**config.mk**
```make
export PLATFORM = sky130hd
export DESIGN_NAME = masked_route_table_first_match_core
export DESIGN_NICKNAME = d
export VERILOG_FILES = /design/src/hw/rtl/mrt_pkg.sv /design/src/hw/rtl/masked_route_table_first_match_core.sv /design/src/hw/rtl/mrt_cell.sv
export SDC_FILE = /design/constraint.sdc
export NUM_CORES = 2
export LEC_CHECK = 0
export ABC_CLOCK_PERIOD_IN_PS = 15000
export BUFFER_PORTS_ARGS = -buffer_cell sky130_fd_sc_hd__buf_2
export CAP_MARGIN = 25
export CORE_UTILIZATION = 40
export CTS_CLUSTER_DIAMETER = 60
export DETAILED_ROUTE_END_ITERATION = 16
export GPL_ROUTABILITY_DRIVEN = 0
export PLACE_DENSITY = 0.63
export SYNTH_ARGS = -nofsm -noshare
export SYNTH_HDL_FRONTEND = slang
export SYNTH_HIERARCHICAL = 1
export SYNTH_SLANG_ARGS = --single-unit
```
**constraint.sdc**
```tcl
create_clock -name clock -period 15 [get_ports clock]
set_input_delay 0.75 -clock clock [delete_from_list [all_inputs] [get_ports clock]]
set_output_delay 0.75 -clock clock [all_outputs]
set_load 0.01 [all_outputs]
```
**src/hw/rtl/mrt_pkg.sv**
```systemverilog
// Shared types, request codes and status codes of the masked route table.
package mrt_pkg;

   // Default number of route slots, one compare cell for each slot.
   localparam int TABLE_ENTRIES_DEFAULT = 16;

   // Request codes.
   localparam logic [1:0] REQ_LOOKUP  = 2'd0;
   localparam logic [1:0] REQ_INSTALL = 2'd1;
   localparam logic [1:0] REQ_CLEAR   = 2'd2;

   // Status codes.
   localparam logic [2:0] ST_HIT             = 3'd0;
   localparam logic [2:0] ST_MISS            = 3'd1;
   localparam logic [2:0] ST_INSTALLED       = 3'd2;
   localparam logic [2:0] ST_DUPLICATE       = 3'd3;
   localparam logic [2:0] ST_FULL_OR_CLEARED = 3'd4;

   // Only an IPv4 address of this length in bytes can hit.
   localparam logic [4:0] IPV4_ADDR_LEN = 5'd4;

   typedef struct packed {
      logic [1:0]  req_type;
      logic [31:0] address;
      logic [31:0] net_mask;
      logic [3:0]  interface_id;
      logic [4:0]  addr_len;
      logic        is_ipv4;
   } mrt_req_type;

   typedef struct packed {
      logic [2:0] status;
      logic [3:0] out_interface;
      logic [3:0] match_index;
   } mrt_rsp_type;

   // What travels from cell to cell: the request as it stands and, once
   // some cell has settled it, its answer.
   typedef struct packed {
      logic        active;
      logic [1:0]  op;
      logic        done;
      logic [31:0] key;
      logic [31:0] mask;
      logic [3:0]  port;
      mrt_rsp_type rsp;
   } mrt_token_type;

endpackage

```
**src/hw/rtl/masked_route_table_first_match_core.sv**
```systemverilog
// Top level of the masked route table with first-match lookup in insertion order.
//
// The table is a row of TABLE_ENTRIES compare cells, one route slot in each,
// filled in order from slot 0. An accepted item enters the first cell and is
// handed one cell further at every clock edge; the first cell that settles it
// (a lookup hit, a duplicate network on install, or the first empty slot on
// install) records the answer, and the cells after it only pass it along. An
// item passes through every cell register on its way to the result register,
// and the table works on one item at a time: the next item is taken in the
// cycle after the result has been taken. A lookup that is not IPv4 or whose
// length is not four bytes misses, a clear empties the table at once, and an
// install that meets a full table is dropped and answers table full. Route
// slots need no clearing after reset, since the route count is reset to zero.
module masked_route_table_first_match_core import mrt_pkg::*; #(
   parameter int TABLE_ENTRIES = TABLE_ENTRIES_DEFAULT
) (
   input  logic        clock,
   input  logic        reset,
   input  logic        req_valid,
   output logic        req_stall,
   input  mrt_req_type req_data,
   output logic        rsp_valid,
   input  logic        rsp_stall,
   output mrt_rsp_type rsp_data
);

   localparam int CNT_W = $clog2(TABLE_ENTRIES + 1);

   logic                 busy_ff, busy_in;
   logic                 rsp_valid_ff, rsp_valid_in;
   mrt_rsp_type          rsp_data_ff, rsp_data_in;
   logic [CNT_W-1:0]     count_ff, count_in;
   logic                 req_accept;
   logic                 rsp_take;
   mrt_token_type        head_tok;
   mrt_token_type        tail_tok;
   mrt_rsp_type          tail_rsp;
   mrt_token_type        chain_tok [TABLE_ENTRIES+1];
   logic [TABLE_ENTRIES-1:0] tok_active;

   assign req_accept = req_valid && !req_stall;
   assign rsp_take   = rsp_valid_ff && !rsp_stall;

   // Build the token for the first cell. Requests that need no table walk
   // are settled here and simply ride along the row.
   always_comb begin
      head_tok        = '0;
      head_tok.active = req_accept;
      head_tok.op     = req_data.req_type;
      head_tok.key    = req_data.address;
      head_tok.mask   = req_data.net_mask;
      head_tok.port   = req_data.interface_id;
      unique case (req_data.req_type)
         REQ_LOOKUP: begin
            if (!req_data.is_ipv4 || (req_data.addr_len != IPV4_ADDR_LEN)) begin
               head_tok.done       = 1'b1;
               head_tok.rsp.status = ST_MISS;
            end
         end
         REQ_INSTALL: begin
            head_tok.key = req_data.address & req_data.net_mask;
         end
         REQ_CLEAR: begin
            head_tok.done       = 1'b1;
            head_tok.rsp.status = ST_FULL_OR_CLEARED;
         end
         default: begin
            head_tok.done       = 1'b1;
            head_tok.rsp.status = ST_MISS;
         end
      endcase
   end

   assign chain_tok[0] = head_tok;

   for (genvar g = 0; g < TABLE_ENTRIES; g++) begin : gen_cell
      mrt_cell #(
         .CELL_INDEX (g),
         .CNT_W      (CNT_W)
      ) u_cell (
         .clock       (clock),
         .reset       (reset),
         .tok_prev    (chain_tok[g]),
         .route_count (count_ff),
         .tok_out     (chain_tok[g+1])
      );
      assign tok_active[g] = chain_tok[g+1].active;
   end

   assign tail_tok = chain_tok[TABLE_ENTRIES];

   // A token that leaves the row unsettled is a lookup miss, or an install
   // that found neither a duplicate nor an empty slot.
   always_comb begin
      tail_rsp = tail_tok.rsp;
      if (!tail_tok.done) begin
         tail_rsp = '0;
         if (tail_tok.op == REQ_INSTALL) begin
            tail_rsp.status = ST_FULL_OR_CLEARED;
         end else begin
            tail_rsp.status = ST_MISS;
         end
      end
   end

   always_comb begin
      count_in     = count_ff;
      busy_in      = busy_ff;
      rsp_valid_in = rsp_valid_ff;
      rsp_data_in  = rsp_data_ff;
      if (req_accept && (req_data.req_type == REQ_CLEAR)) begin
         count_in = '0;
      end else if (tail_tok.active && (tail_rsp.status == ST_INSTALLED)) begin
         count_in = count_ff + CNT_W'(1);
      end
      if (req_accept) begin
         busy_in = 1'b1;
      end else if (rsp_take) begin
         busy_in = 1'b0;
      end
      if (tail_tok.active) begin
         rsp_valid_in = 1'b1;
         rsp_data_in  = tail_rsp;
      end else if (rsp_take) begin
         rsp_valid_in = 1'b0;
      end
   end

   always_ff @(posedge clock) begin
      if (reset) begin
         count_ff     <= '0;
         busy_ff      <= 1'b0;
         rsp_valid_ff <= 1'b0;
      end else begin
         count_ff     <= count_in;
         busy_ff      <= busy_in;
         rsp_valid_ff <= rsp_valid_in;
      end
   end

   always_ff @(posedge clock) begin
      rsp_data_ff <= rsp_data_in;
   end

   assign req_stall = busy_ff;
   assign rsp_valid = rsp_valid_ff;
   assign rsp_data  = rsp_data_ff;

   // The route count never passes the number of slots.
   assert property (@(posedge clock) disable iff (reset)
      count_ff <= CNT_W'(TABLE_ENTRIES))
      else $error("route count exceeds the table size");

   // Only one item is ever on its way along the cell row.
   assert property (@(posedge clock) disable iff (reset)
      $onehot0(tok_active))
      else $error("more than one item in the cell row");

   // A waiting result belongs to the item in hand, so the input stays stalled.
   assert property (@(posedge clock) disable iff (reset)
      rsp_valid_ff |-> busy_ff)
      else $error("result waiting while the input is open");

   // No result may arrive while an earlier one still waits.
   assert property (@(posedge clock) disable iff (reset)
      tail_tok.active |-> !rsp_valid_ff)
      else $error("result overwritten before it was taken");

endmodule

```
**src/hw/rtl/mrt_cell.sv**
```systemverilog
// One route slot of the table with its compare logic and a token register.
module mrt_cell import mrt_pkg::*; #(
   parameter int CELL_INDEX = 0,
   parameter int CNT_W      = 5
) (
   input  logic                 clock,
   input  logic                 reset,
   input  mrt_token_type        tok_prev,
   input  logic [CNT_W-1:0]     route_count,
   output mrt_token_type        tok_out
);

   localparam logic [CNT_W-1:0] SLOT     = CNT_W'(CELL_INDEX);
   localparam logic [3:0]       SLOT_LOW = 4'(CELL_INDEX);

   mrt_token_type tok_ff, tok_in;
   logic [31:0]   network_ff, network_in;
   logic [31:0]   mask_ff, mask_in;
   logic [3:0]    port_ff, port_in;
   logic          entry_valid;
   logic          write_en;

   // Slots below the route count are filled, and they are filled in order.
   assign entry_valid = (SLOT < route_count);

   always_comb begin
      tok_in   = tok_prev;
      write_en = 1'b0;
      if (tok_prev.active && !tok_prev.done) begin
         if (tok_prev.op == REQ_LOOKUP) begin
            if (entry_valid && ((tok_prev.key & mask_ff) == network_ff)) begin
               tok_in.done              = 1'b1;
               tok_in.rsp.status        = ST_HIT;
               tok_in.rsp.out_interface = port_ff;
               tok_in.rsp.match_index   = SLOT_LOW;
            end
         end else if (tok_prev.op == REQ_INSTALL) begin
            if (entry_valid && (network_ff == tok_prev.key)) begin
               tok_in.done       = 1'b1;
               tok_in.rsp.status = ST_DUPLICATE;
            end else if (!entry_valid) begin
               // The first empty slot the token meets is the append slot.
               write_en                = 1'b1;
               tok_in.done             = 1'b1;
               tok_in.rsp.status       = ST_INSTALLED;
               tok_in.rsp.match_index  = SLOT_LOW;
            end
         end
      end
   end

   assign network_in = write_en ? tok_prev.key  : network_ff;
   assign mask_in    = write_en ? tok_prev.mask : mask_ff;
   assign port_in    = write_en ? tok_prev.port : port_ff;

   always_ff @(posedge clock) begin
      if (reset) begin
         tok_ff <= '0;
      end else begin
         tok_ff <= tok_in;
      end
   end

   always_ff @(posedge clock) begin
      network_ff <= network_in;
      mask_ff    <= mask_in;
      port_ff    <= port_in;
   end

   assign tok_out = tok_ff;

endmodule
```
# Word level (Yosys, flattened, before mapping)
# Cells that the tools add are included.
dict set report word_totals {
  reg_bits 2366
  latchBits 0
  mem_bits_rw 0
  rom_bits 0
  elab_cells 736
  memories 0
}
dict set report classes {
  addsub 1
  mul 0
  div_mod_pow 0
  n_lt_le_gt_ge 16
  n_eq_ne 52
  n_shift 0
  mux 359
  n_bitwise 20
  reduce_logical 93
}
# op n
set op_table {}
lappend op_table {{== test 32 bit} 32}
lappend op_table {{AND 32 bit} 17}
lappend op_table {{two-way mux 11 bit} 33}
lappend op_table {{two-way mux 4 bit} 77}
lappend op_table {{two-way mux 3 bit} 65}
lappend op_table {{two-way mux 1 bit} 181}
lappend op_table {{logical AND 1 bit} 52}
lappend op_table {{< comparator 4 x 5 -> 1 bit, first input constant} 8}
lappend op_table {{== test 2 x 1 -> 1 bit, second input constant} 17}
lappend op_table {{zero test 2 bit} 16}
lappend op_table {{two-way mux 32 bit} 1}
lappend op_table {{< comparator 3 x 5 -> 1 bit, first input constant} 4}
lappend op_table {{zero test 1 bit} 19}
lappend op_table {{< comparator 1 x 5 -> 1 bit, first input constant} 2}
lappend op_table {{< comparator 2 x 5 -> 1 bit, first input constant} 2}
lappend op_table {{one-hot mux 3 bit (3 select lines)} 1}
lappend op_table {{adder 5 x 1 -> 5 bit, second input constant} 1}
lappend op_table {{inequality test 5 x 3 -> 1 bit, second input constant} 1}
lappend op_table {{nonzero test 2 bit} 2}
lappend op_table {{OR reduction 4 bit} 1}
lappend op_table {{== test 3 x 2 -> 1 bit, second input constant} 1}
lappend op_table {{NOT 1 bit} 3}
lappend op_table {{OR reduction 3 bit} 1}
lappend op_table {{== test 2 bit, second input constant} 1}
lappend op_table {{other kinds (3)} 3}

# Logic depth before layout (Yosys ltp)
dict set report depth {
  depth_word 9
  mapped_depth 11
}

# Hierarchy
# Netlist, hierarchy kept.
# module instances cells_per_inst area_each_um2 seq_area_each_um2
set by_module_without_submodules {}
lappend by_module_without_submodules {{mrt_cell at gen_cell[1].u_cell} 1 460 5644.2 3703.6}
lappend by_module_without_submodules {{mrt_cell at gen_cell[11].u_cell} 1 436 5566.6 3703.6}
lappend by_module_without_submodules {{mrt_cell at gen_cell[2].u_cell} 1 435 5546.6 3703.6}
lappend by_module_without_submodules {{mrt_cell at gen_cell[3].u_cell} 1 425 5506.5 3703.6}
lappend by_module_without_submodules {{mrt_cell at gen_cell[9].u_cell} 1 425 5497.8 3703.6}
lappend by_module_without_submodules {{mrt_cell at gen_cell[12].u_cell} 1 422 5486.5 3703.6}
lappend by_module_without_submodules {{mrt_cell at gen_cell[15].u_cell} 1 419 5411.4 3703.6}
lappend by_module_without_submodules {{mrt_cell at gen_cell[14].u_cell} 1 396 5403.9 3703.6}
lappend by_module_without_submodules {{mrt_cell at gen_cell[7].u_cell} 1 412 5391.4 3703.6}
lappend by_module_without_submodules {{mrt_cell at gen_cell[6].u_cell} 1 395 5371.4 3703.6}
lappend by_module_without_submodules {{mrt_cell at gen_cell[5].u_cell} 1 412 5358.9 3703.6}
lappend by_module_without_submodules {{mrt_cell at gen_cell[8].u_cell} 1 395 5337.6 3703.6}
lappend by_module_without_submodules {{mrt_cell at gen_cell[13].u_cell} 1 400 5330.1 3703.6}
lappend by_module_without_submodules {{mrt_cell at gen_cell[10].u_cell} 1 392 5310.1 3703.6}
lappend by_module_without_submodules {{3 more rows} -- -- -- --}

# Least setup slack after synthesis
# No wires, ideal clock.
dict set report synth_path {
  path_type {input port to flip-flop}
  from {input port req_data[74] in the netlist's numbering}
  to {register gen_cell[0].u_cell.tok_ff (netlist bit gen_cell[0].u_cell/tok_out[10])}
  setup_time_ns 0.136
  arrival_ns 5.119
  setup_slack_ns 9.745
  cell_stages 9
  cell_sequence {inv_1 > ha_1 > nand4b_1 > nor4_1 > a21oi_1 > nand4bb_1 > nor2_1 > nor2_1 > nor3b_1}
}
# element line
set synth_lines {}
lappend synth_lines {{start, declared} masked_route_table_first_match_core.sv:21} ;# input mrt_req_type req_data,
lappend synth_lines {{end signal, assigned} mrt_cell.sv:60} ;# tok_ff <= tok_in;
lappend synth_lines {{end, declared} mrt_cell.sv:16} ;# mrt_token_type tok_ff, tok_in;

# Worst setup path in the final report
dict set report layout_path {
  from {register count_ff[4]}
  to {register gen_cell[9].u_cell.tok_ff (netlist bit gen_cell[9].u_cell/tok_out[2])}
}
dict set report layout_via {
  elab_chain_cells 6
}
# element line
set layout_rtl {}
lappend layout_rtl {{start, declared} masked_route_table_first_match_core.sv:32} ;# logic [CNT_W-1:0] count_ff, count_in;
lappend layout_rtl {{start signal, assigned} masked_route_table_first_match_core.sv:135} ;# count_ff <= count_in;
lappend layout_rtl {{< comparator 4 x 5 -> 1 bit *} mrt_cell.sv:24} ;# assign entry_valid = (SLOT < route_count);
lappend layout_rtl {{two-way mux 4 bit / logical AND 1 bit (equally long branches)} {mrt_cell.sv:41, mrt_cell.sv:38}}
lappend layout_rtl {{two-way mux 4 bit} mrt_cell.sv:38} ;# if (entry_valid && (network_ff == tok_prev.key)) begin
lappend layout_rtl {{two-way mux 4 bit} mrt_cell.sv:37} ;# end else if (tok_prev.op == REQ_INSTALL) begin
lappend layout_rtl {{two-way mux 4 bit *} mrt_cell.sv:30} ;# if (tok_prev.op == REQ_LOOKUP) begin
lappend layout_rtl {{two-way mux 11 bit *} mrt_cell.sv:29} ;# if (tok_prev.active && !tok_prev.done) begin
lappend layout_rtl {{end signal, assigned} mrt_cell.sv:60}
lappend layout_rtl {{end, declared} mrt_cell.sv:16}
# Every way passes the cells marked *; elsewhere a longest branch is shown, timed or not.
# A chain may end at the register's enable or synchronous reset.

==> run metrics <==
status=finished, final reports clean; depth of the worst hold-timing path=1; DIE HEIGHT=466 um; row cnt=169; Placed Area=0.0899 sq mm; buffer depth of the longest clock path=3; max cap viols=0; clk_lat worst skew=0.88 ns; yosys warns=6; Cells after Synth=6617; Final Core Density=46.1%; post-route cell area=0.0982 sq mm; Worst VDD drop=0.133 mV; Routed Wire Length=236000 um; Final HPWL DP=180000 um; pin count of the biggest net entering global routing=221; GRT Total Usage=21.3%; arrival time of the worst setup path=4.35 ns; Worst slew margin=31.5%; hold buffers post-CTS=2; Initial Util=40.4%; Via Count=52400; pwr/cell area=134 mW/mm^2; worst path required time=15.78 ns; setup repair bufs after CTS=0; CP endpoint kind=register; cells on worst reg2reg path=7; fin crit period=3.56 ns; Nets=6927; Seq pwr share=51.8%; initial antenna violation count=11; clk_skew=0.0842 ns; Max Slew Vio Count=0; Fin Setup TNS=0 ns; total CTS buffers=235; IO Count=93; CP Class=register to register; clock network power share=46.8%; cts repair resizes=0; most common cell after layout, fill and taps aside=dfxtp_1; Die Area=0.217 sq mm; DRC=0; Startpoint Class=register; Least-Margin Pin Slew=1.02 ns; vias in the first global route=52000; syn_area_per_cell=13.0 sq um; sw frac=20.7%; area grow syn2layout=14.1%; Final period util=23.8%; DRT iter0 DRCs=5913; clk sinks=2366; final setup vio count=0; post-DR wirelength/cell=23.9 um; CTS Root Cell=clkbuf_16; internal power=10400 uW; RSZ-0062 raised after global routing=false; clock-pin transition on the worst setup and hold timing paths=0.06 ns; DRT Pass-1 Iters=10; Die X-Extent=466 um; number of I/O port buffers=92; layout cell share with drive strength beyond 1=9.45%; antenna-violating nets left=0; Leak Pwr=0.0339 uW; final hold violation count=0; Via density=5.30; sw power=2720 uW; Gate power share=1.4%; first-pass GRT wire length=343000 um; min-delay worst type=input port to register; GRT overflow=0; most frequent cells in the layout=1267 x dfxtp_1, 1246 x nor2b_1, 1099 x edfxtp_1; Max FO, Critical Path=14; core area=0.213 sq mm; Post-Synthesis Cell Area=0.0861 sq mm; # H-tree levels=4; TritonCTS clock tree=yes; fmax=281 MHz
-- metal layers --
| metal | GRT usage, % | vias up | share of wire (%) |
|---|---|---|---|
| li1 | - | 24000 | - |
| met1 | 28.3 | 25500 | 42 |
| met2 | 34.6 | 2303 | 47 |
| met3 | 3.40 | 529 | 6.8 |
| met4 | 8.87 | 4 | 4.3 |
| met5 | 0 | - | 0.011 |
-- power by group through the flow --
stage,Combinational [uW],Clock [uW],Sequential [uW]
2_1_floorplan,122,0,6910
3_3_place_gp,174,0,6940
3_5_place_dp,177,0,6940
4_1_cts,178,6220,6800
5_1_grt,197,6490,6800
6_report,181,6140,6800
-- path summary, 6_finish.rpt --
kind              slack [ns]                              end                             from
setup / recovery       11.44    gen_cell[9].u_cell/tok_out[2]                      count_ff[4]
hold / removal          0.08    gen_cell[0].u_cell/mask_ff[6]                     req_data[16]
setup reg to reg       11.44    gen_cell[9].u_cell/tok_out[2]                      count_ff[4]
hold reg to reg         0.39  gen_cell[15].u_cell/mask_ff[13]  gen_cell[14].u_cell/tok_out[28]
-- cell type report --
| type | count | area, sq um |
|---|---|---|
| Antenna cell | 3 | 7.51 |
| Fill cell | 18700 | 115000 |
| Clock inverter | 135 | 1560 |
| Sequential cell | 2366 | 58400 |
| Multi-Input combinational cell | 3787 | 26000 |
| Inverter | 314 | 1180 |
| Tap cell | 2821 | 3530 |
| Clock buffer | 314 | 6730 |
| Timing Repair Buffer | 139 | 900 |
-- per-stage QoR --
stage	worst slack, ns	hold slack (ns)	std cells	total power, uW
after floorplan	9.74	0.386	6625	7030
after global placement	10.89	0.389	9418	7110
after detailed placement	10.75	0.389	9424	7110
after CTS	11.56	0.00619	9875	13200
after global routing	11.42	0.0339	9878	13500
final	11.44	0.0800	9879	13100
-- flip-flops by register name (all words and copies together) (netlist names) --
register                    flops
gen_cell.u_cell/tok_out      1260
gen_cell.u_cell/mask_ff       512
count_ff                        5
gen_cell.u_cell/port_ff        64
rsp_data                       11
req_stall                       1
gen_cell.u_cell/network_ff    512
rsp_valid                       1
-- critical path, cell delays in order (launching register included) --
cell,delay [ns]
dfxtp_1,0.74
buf_4,0.36
inv_1,0.14
a222oi_1,0.57
nand4_1,0.19
nor3_1,0.86
a31oi_1,0.32
and3_1,0.28
Note: power is estimated with default switching activity, not from simulation.
